### src/sv/sldf_pkg.sv
// shared types and constants for the song loop detector and fade stop block
package sldf_pkg;

  localparam int POS_W       = 8;
  localparam int ORDER_BITS  = 8;
  localparam int ROW_BITS    = 8;
  localparam int CNT_W       = 32;
  localparam int TARGET_W    = 16;
  localparam int RATE_W      = 8;
  localparam int FADE_W      = 16;
  localparam int MODE_W      = 2;
  localparam int CFG_IDX_W   = 2;
  localparam int CFG_DATA_W  = 16;
  localparam int PROD_W      = TARGET_W + RATE_W;

  // visited tags: an entry is visited when its tag equals the current epoch
  localparam int                 EPOCH_BITS  = 8;
  localparam logic [EPOCH_BITS-1:0] EPOCH_NONE  = '0;
  localparam logic [EPOCH_BITS-1:0] EPOCH_FIRST = EPOCH_BITS'(1);
  localparam logic [EPOCH_BITS-1:0] EPOCH_LAST  = '1;

  localparam logic [RATE_W-1:0] RATE_RESET = RATE_W'(60);

  typedef enum logic [MODE_W-1:0] {
    MODE_NONE    = 2'd0,
    MODE_LOOPS   = 2'd1,
    MODE_FRAMES  = 2'd2,
    MODE_SECONDS = 2'd3
  } stop_mode_t;

  typedef enum logic [CFG_IDX_W-1:0] {
    CFG_STOP_MODE   = 2'd0,
    CFG_STOP_TARGET = 2'd1,
    CFG_FRAME_RATE  = 2'd2,
    CFG_FADE_LENGTH = 2'd3
  } cfg_index_t;

  typedef struct packed {
    stop_mode_t          mode;
    logic [TARGET_W-1:0] target;
    logic [RATE_W-1:0]   rate;
    logic [FADE_W-1:0]   fade_len;
  } cfg_t;

  // sequencer to frame control
  typedef struct packed {
    logic accept;
    logic exec;
    logic playing;
    logic tag_match;
  } step_t;

  // frame control back to sequencer
  typedef struct packed {
    logic lookup;
    logic hit;
  } status_t;

endpackage

### src/sv/sldf_frame_ctrl.sv
// per-frame counters, fade timer, stop rule and result registers
module sldf_frame_ctrl #(
  parameter int KEY_BITS = sldf_pkg::ORDER_BITS + sldf_pkg::ROW_BITS
) (
  input  logic                        clk,
  input  logic                        rst_n,
  input  sldf_pkg::cfg_t              cfg,
  input  sldf_pkg::step_t             step,
  input  logic [KEY_BITS-1:0]         key,
  output sldf_pkg::status_t           status,
  output logic                        out_valid,
  output logic                        out_stop,
  output logic                        out_fade_active,
  output logic [sldf_pkg::FADE_W-1:0] out_fade_level,
  output logic [sldf_pkg::CNT_W-1:0]  out_loops_seen,
  output logic [sldf_pkg::CNT_W-1:0]  out_frames_done
);

  localparam int CNT_W  = sldf_pkg::CNT_W;
  localparam int FADE_W = sldf_pkg::FADE_W;
  localparam int PROD_W = sldf_pkg::PROD_W;

  logic [KEY_BITS-1:0] last_pos_r;
  logic                last_valid_r;
  logic [CNT_W-1:0]    loop_r, loop_nxt;
  logic [CNT_W-1:0]    frame_r;
  logic                fading_r, fading_nxt;
  logic [FADE_W-1:0]   timer_r, timer_nxt;
  logic [CNT_W-1:0]    fade_start_r, fade_start_nxt;

  // operands prepared at accept, state is stable then
  logic [CNT_W-1:0]    loop_inc_r;
  logic [CNT_W-1:0]    frame_inc_r;
  logic [PROD_W-1:0]   prod_r;
  logic [CNT_W:0]      fade_end_r;

  logic                out_valid_r, out_stop_r, out_fade_active_r;
  logic [FADE_W-1:0]   out_fade_level_r;
  logic [CNT_W-1:0]    out_loops_r, out_frames_r;

  logic                gain_on;
  logic [FADE_W-1:0]   level;
  logic                cond;
  logic                start_fade;
  logic                stop;

  assign status.lookup = last_valid_r && (key != last_pos_r);
  assign status.hit    = status.lookup && step.tag_match;

  always_comb begin
    gain_on   = fading_r && (cfg.fade_len != '0);
    level     = gain_on ? timer_r : '0;
    timer_nxt = (gain_on && timer_r != '0) ? timer_r - FADE_W'(1) : timer_r;
    loop_nxt  = status.hit ? loop_inc_r : loop_r;

    unique case (cfg.mode)
      sldf_pkg::MODE_LOOPS:   cond = loop_nxt >= CNT_W'(cfg.target);
      sldf_pkg::MODE_FRAMES:  cond = frame_inc_r >= CNT_W'(cfg.target);
      sldf_pkg::MODE_SECONDS: cond = frame_inc_r >= CNT_W'(prod_r);
      default:                cond = 1'b0;
    endcase

    start_fade     = step.playing && cond && !fading_r;
    fading_nxt     = fading_r;
    fade_start_nxt = fade_start_r;
    if (start_fade) begin
      fading_nxt     = 1'b1;
      timer_nxt      = cfg.fade_len;
      fade_start_nxt = frame_inc_r;
    end

    // a fade starting now ends at once only when its length is zero
    if (!step.playing) begin
      stop = 1'b1;
    end else if (start_fade) begin
      stop = (cfg.fade_len == '0);
    end else begin
      stop = fading_r && ({1'b0, frame_inc_r} >= fade_end_r);
    end
  end

  always_ff @(posedge clk) begin
    if (step.accept) begin
      loop_inc_r  <= (loop_r == '1) ? loop_r : loop_r + CNT_W'(1);
      frame_inc_r <= (frame_r == '1) ? frame_r : frame_r + CNT_W'(1);
      prod_r      <= PROD_W'(cfg.target) * PROD_W'(cfg.rate);
      fade_end_r  <= {1'b0, fade_start_r} + (CNT_W + 1)'(cfg.fade_len);
    end
  end

  always_ff @(posedge clk) begin
    if (!rst_n) begin
      last_pos_r   <= '0;
      last_valid_r <= 1'b0;
      loop_r       <= '0;
      frame_r      <= '0;
      fading_r     <= 1'b0;
      timer_r      <= '0;
      fade_start_r <= '0;
      out_valid_r  <= 1'b0;
    end else begin
      out_valid_r <= step.exec;
      if (step.exec) begin
        last_pos_r   <= key;
        last_valid_r <= 1'b1;
        loop_r       <= loop_nxt;
        frame_r      <= frame_inc_r;
        fading_r     <= fading_nxt;
        timer_r      <= timer_nxt;
        fade_start_r <= fade_start_nxt;
      end
    end
  end

  always_ff @(posedge clk) begin
    if (step.exec) begin
      out_stop_r        <= stop;
      out_fade_active_r <= fading_r;
      out_fade_level_r  <= level;
      out_loops_r       <= loop_nxt;
      out_frames_r      <= frame_inc_r;
    end
  end

  assign out_valid       = out_valid_r;
  assign out_stop        = out_stop_r;
  assign out_fade_active = out_fade_active_r;
  assign out_fade_level  = out_fade_level_r;
  assign out_loops_seen  = out_loops_r;
  assign out_frames_done = out_frames_r;

  // a result follows every frame step in the next cycle, and nothing else
  a_result_after_exec: assert property (@(posedge clk) disable iff (!rst_n)
    $rose(rst_n) || out_valid_r == $past(step.exec))
    else $error("result strobe not aligned with frame step");

  // counters never run backwards across a frame
  a_frames_grow: assert property (@(posedge clk) disable iff (!rst_n)
    rst_n && step.exec |=> frame_r >= $past(frame_r))
    else $error("frame counter went backwards");

  // a fade once running stays running
  a_fade_holds: assert property (@(posedge clk) disable iff (!rst_n)
    rst_n && fading_r |=> fading_r)
    else $error("fade flag dropped");

endmodule
### config.mk
export PLATFORM = sky130hd
export DESIGN_NAME = sldf_frame_ctrl
export DESIGN_NICKNAME = d
export VERILOG_FILES = /design/src/sv/sldf_pkg.sv /design/src/sv/sldf_frame_ctrl.sv
export SDC_FILE = /design/constraint.sdc
export NUM_CORES = 1
export LEC_CHECK = 0
export ABC_AREA = 1
export BUFFER_PORTS_ARGS = -buffer_cell sky130_fd_sc_hd__buf_2
export CAP_MARGIN = 20
export CORE_MARGIN = 1.5
export CORE_UTILIZATION = 63
export CTS_CLUSTER_SIZE = 25
export DETAILED_ROUTE_END_ITERATION = 7
export GPL_ROUTABILITY_DRIVEN = 0
export HOLD_SLACK_MARGIN = 0.06
export PLACE_DENSITY = 0.87
export SYNTH_ARGS = -nofsm -noshare
export SYNTH_HDL_FRONTEND = slang
export SYNTH_SLANG_ARGS = --single-unit
### constraint.sdc
create_clock -name clk -period 11.2 [get_ports clk]
set_input_delay 0 -clock clk [delete_from_list [all_inputs] [get_ports clk]]
set_output_delay 0 -clock clk [all_outputs]
set_load 0.02 [all_outputs]
==> PnR_summary.wiki <==
{| class="wikitable"
! Metric !! Value
|-
| Biggest area contributors in the synthesized netlist || edfxtp_1 (29%), dfxtp_1 (13%), ha_1 (9.1%), nand2_1 (9.0%), fa_1 (8.2%)
|-
| Net Count, Synth || about 2,700
|-
| Final Util || 71.8%
|-
| Most Frequent Cell on Critical Path || nand2_1
|-
| Total half-perimeter wirelength after legalization and detailed placement || around 37 mm
|-
| Die Y || around 180 um
|-
| Post-CTS Hold Buffers || 39
|-
| Antenna-violating nets left || 0
|-
| Post-synthesis share of cell area spent on xor and xnor gates || about 4.9%
|-
| Number of cells on the worst reg-to-reg path || 28
|-
| Worst hold slack across all endpoints || approximately 0.12 ns
|-
| Layout Skew || 0.0233 ns
|-
| First-pass GRT wire length || 85.3 mm
|-
| Synth unique cells || 55
|-
| Cell at the root of the clock tree || clkbuf_16
|-
| RSZ-0062 raised after global routing || false
|-
| Areal power density over the cells || 166 mW/mm^2
|-
| Post-placement cell area || about 0.022 sq mm
|-
| Post-DR wirelength/cell || between 15 and 20 um
|-
| Crit path time final || 6.24 ns
|-
| Post-Synthesis Mean Instance Area || 8.60 sq um
|-
| Register area share after synthesis || 41.8%
|-
| Number of antenna violations at the first check in global routing || 2
|-
| Power, Total || 0.00389 W
|-
| Final-report max-slew violation count || 0
|-
| Initial detailed-routing violation count || a little under 2,000
|-
| Critical Path Slowest Stage Cell || inv_1
|-
| Worst vdd rail ir drop || approximately 0.097 mV
|-
| Clock sink total || 334
|-
| H-tree depth reported by CTS || 2
|-
| Maximum number of pins on one net before global-route repair || between 90 and 100
|-
| Post-synthesis share of cell area spent on full adders, half adders and majority gates || 17.2%
|-
| Total Routed Length || between 50 and 60 mm
|-
| Remaining DRCs || 0
|-
| Peak per-stage delay on the critical path || roughly 0.85 ns
|-
| Sequential cell area || 0.00872 sq mm
|-
| Top flip-flop cell by instance count after synthesis || edfxtp_1
|-
| Final net count || 2,863
|-
| Mapped Cells || 2,426
|-
| Clock buffer depth || 3
|-
| Width of the die || 185 um
|-
| Cell count of the worst hold path || 1
|-
| Transition at the pin with the smallest max-transition slack || 0.923 ns
|-
| Fill cell total of the finished layout || 2,227
|-
| Post-synth EDFFs || 203
|-
| Multi-input logic area || a little over 0.01 sq mm
|-
| Critical path launch point type || flip-flop
|-
| Status || finished, final reports clean
|-
| Static power due to leakage || 11.4 nW
|-
| Detailed-routing iteration count for the pre-antenna-repair pass || 6
|-
| Relative slew slack || between 30% and 40%
|-
| Final Hold Violating Endpoints || 0
|-
| Share of cells above drive strength 1 || 9.23%
|-
| Overall global routing resource usage || around a third
|-
| Post-synth ARST share || 0%
|-
| Initial Util || 64.1%
|-
| Die ar. || roughly 0.034 sq mm
|-
| Area share of and/or/nand/nor cells after synthesis || 19.1%
|-
| Post-CTS sizing || 0
|-
| Complex-gate fraction of the synthesized area || 7.63%
|-
| # Post-CTS Setup Buffers || 0
|-
| Setup_tns || 0 ns
|-
| Share of synthesized area spent on multiplexers || 0.0540%
|-
| Class of the worst hold path || in2reg
|-
| Arrival time worst endpoint || 6.63 ns
|-
| Total of warnings raised by yosys || 0
|-
| Via count normalized by instance count || 5.72
|-
| Path type of the worst setup path || reg2reg
|-
| Highest clock rate || between 150 and 200 MHz
|-
| Clock tree from TritonCTS || built
|-
| Count of input and output buffers || 148
|-
| Period utilization || approximately 56%
|-
| Area of all placed cells without fillers || 0.0234 sq mm
|-
| Std-Cell Core Area || 0.0325 sq mm
|-
| Proportion of netlist area held by the largest area contributor || 29.2%
|-
| Netlist area before placement || 0.0209 sq mm
|-
| Number of buffers created by CTS || 34
|-
| Largest family of logic cells by synthesized area || simple AND/OR/NAND/NOR gates
|-
| Number of max-cap violations || 0
|-
| Endpoint type of the worst setup path || flip-flop
|-
| Endpoint required time on the critical path || 11.59 ns
|-
| Std-Cell Rows || between 60 and 70
|-
| Clock insertion delay at the later pin of the skew report || 0.52 ns
|-
| Via count of the first global-routing pass || 17,405
|-
| Number of endpoints failing setup at the final stage || 0
|-
| Clock transition at the registers of the reported paths || 0.06 ns
|-
| Layout overhead on the synthesized area || 12.0%
|-
| Synth area leader || edfxtp_1
|-
| Io pins || around 150
|-
| Largest fanout on the critical path || 40
|-
| Global route overflow || 0
|-
| Post-synthesis sequential element count || 334
|-
| Via count || 17,334
|}
==> worst max-delay path: cells and delay by family (launching register included) <==
kind / cells / cell delay, ns
AOI/OAI and AO/OA: 3 / 0.75
adders and majority gates: 1 / 0.37
buffers and inverters: 3 / 1.39
DFF: 1 / 0.35
and+or+nand+nor: 21 / 3.21
==> stage by stage <==
stage | setup slack, ns | instances
floorplan | 6.53 | 2426
global placement | 5.54 | 2929
detailed placement | 5.20 | 2929
CTS | 5.13 | 3029
global route | 4.57 | 3032
finish | 4.96 | 3032
==> worst paths after layout <==
kind | slack, ns | startpoint | endpoint
worst min-delay path | 0.12 | step[3] | loop_inc_r[2]
worst max register to register | 4.96 | last_pos_r[1] | fade_start_r[1]
worst min register to register | 0.46 | fading_r | out_fade_active
worst max-delay path | 4.96 | last_pos_r[1] | fade_start_r[1]
==> layout make-up <==
class / count / share of cell area [%]
Clock buffer: 44 / 4.06
Multi-Input combinational cell: 1592 / 43.6
Sequential cell: 334 / 37.3
Timing Repair Buffer: 195 / 5.19
Clock inverter: 17 / 0.916
Tap cell: 442 / 2.37
Antenna cell: 2 / 0.0214
Inverter: 406 / 6.52
==> synthesized netlist by cell type (2+ instances only) <==
| cell | number |
|---|---|
| buf_4 | 3 |
| edfxtp_1 | 203 |
| and2_1 | 2 |
| o21a_1 | 2 |
| a211oi_1 | 7 |
| inv_1 | 404 |
| nand4_1 | 58 |
| nand2_4 | 3 |
| nand3b_1 | 3 |
| a22oi_1 | 2 |
| ha_1 | 151 |
| nand3_2 | 4 |
| nor4_1 | 18 |
| buf_1 | 2 |
| nor4_2 | 2 |
| nand3_1 | 60 |
| buf_2 | 8 |
| a21boi_1 | 3 |
| o21ai_1 | 8 |
| nor3_1 | 28 |
| xor2_1 | 83 |
| nor2_1 | 235 |
| nor3_2 | 3 |
| nand2_1 | 503 |
| nor2_2 | 7 |
| fa_1 | 85 |
| a21boi_0 | 2 |
| clkbuf_1 | 73 |
| dfxtp_1 | 131 |
| o21ai_0 | 126 |
| nand2_2 | 5 |
| xnor2_1 | 34 |
| o21bai_1 | 3 |
| buf_6 | 7 |
| a21oi_1 | 138 |
==> logic make-up after synthesis <==
kind of cell | after synthesis
simple gates | 937
buf+inv | 500
flops | 334
compound gates | 301
fa+ha+maj | 236
xor+xnor | 117
mux | 1
==> routing by layer <==
layer,share of wire (%),routed length [um],vias up,GRT usage [%]
met3,9.3,4920,174,4.62
met4,4.1,2160,0,15.2
met2,49,25700,967,53.7
met5,0,0,-,0
met1,38,19900,8124,39.4
li1,-,-,8069,-
==> flip-flops by register name, indices dropped and copies added, names as in the netlist, 16 cells and up <==
name,cells
fade_end_r,33
fade_start_r,32
frame_inc_r,32
frame_r,32
loop_inc_r,32
loop_r,32
out_frames_done,32
out_loops_seen,32
prod_r,24
last_pos_r,16
out_fade_level,16
timer_r,16
==> placed cells by master (no fill, tap or decap), types with 7 or more instances in the layout <==
| cell | count |
|---|---|
| a211oi_1 | 7 |
| a21oi_1 | 138 |
| buf_2 | 146 |
| buf_4 | 8 |
| clkbuf_16 | 35 |
| dfxtp_1 | 131 |
| dlygate4sd3_1 | 39 |
| edfxtp_1 | 203 |
| fa_1 | 85 |
| ha_1 | 151 |
| inv_1 | 404 |
| nand2_1 | 503 |
| nand3_1 | 60 |
| nand4_1 | 58 |
| nor2_1 | 235 |
| nor2_2 | 7 |
| nor3_1 | 28 |
| nor4_1 | 18 |
| o21ai_0 | 126 |
| o21ai_1 | 8 |
| xnor2_1 | 34 |
| xor2_1 | 83 |
==> power by group <==
part / leakage, nW / internal [W] / switching (W) / total (W)
sequential: 3.13 / 0.00148 / 0.0000765 / 0.00155
clock: 0.569 / 0.000715 / 0.000481 / 0.00120
combinational: 7.74 / 0.000449 / 0.000691 / 0.00114
total: 11.4 / 0.00264 / 0.00125 / 0.00389
No activity file was read; power rests on OpenSTA's default activity.
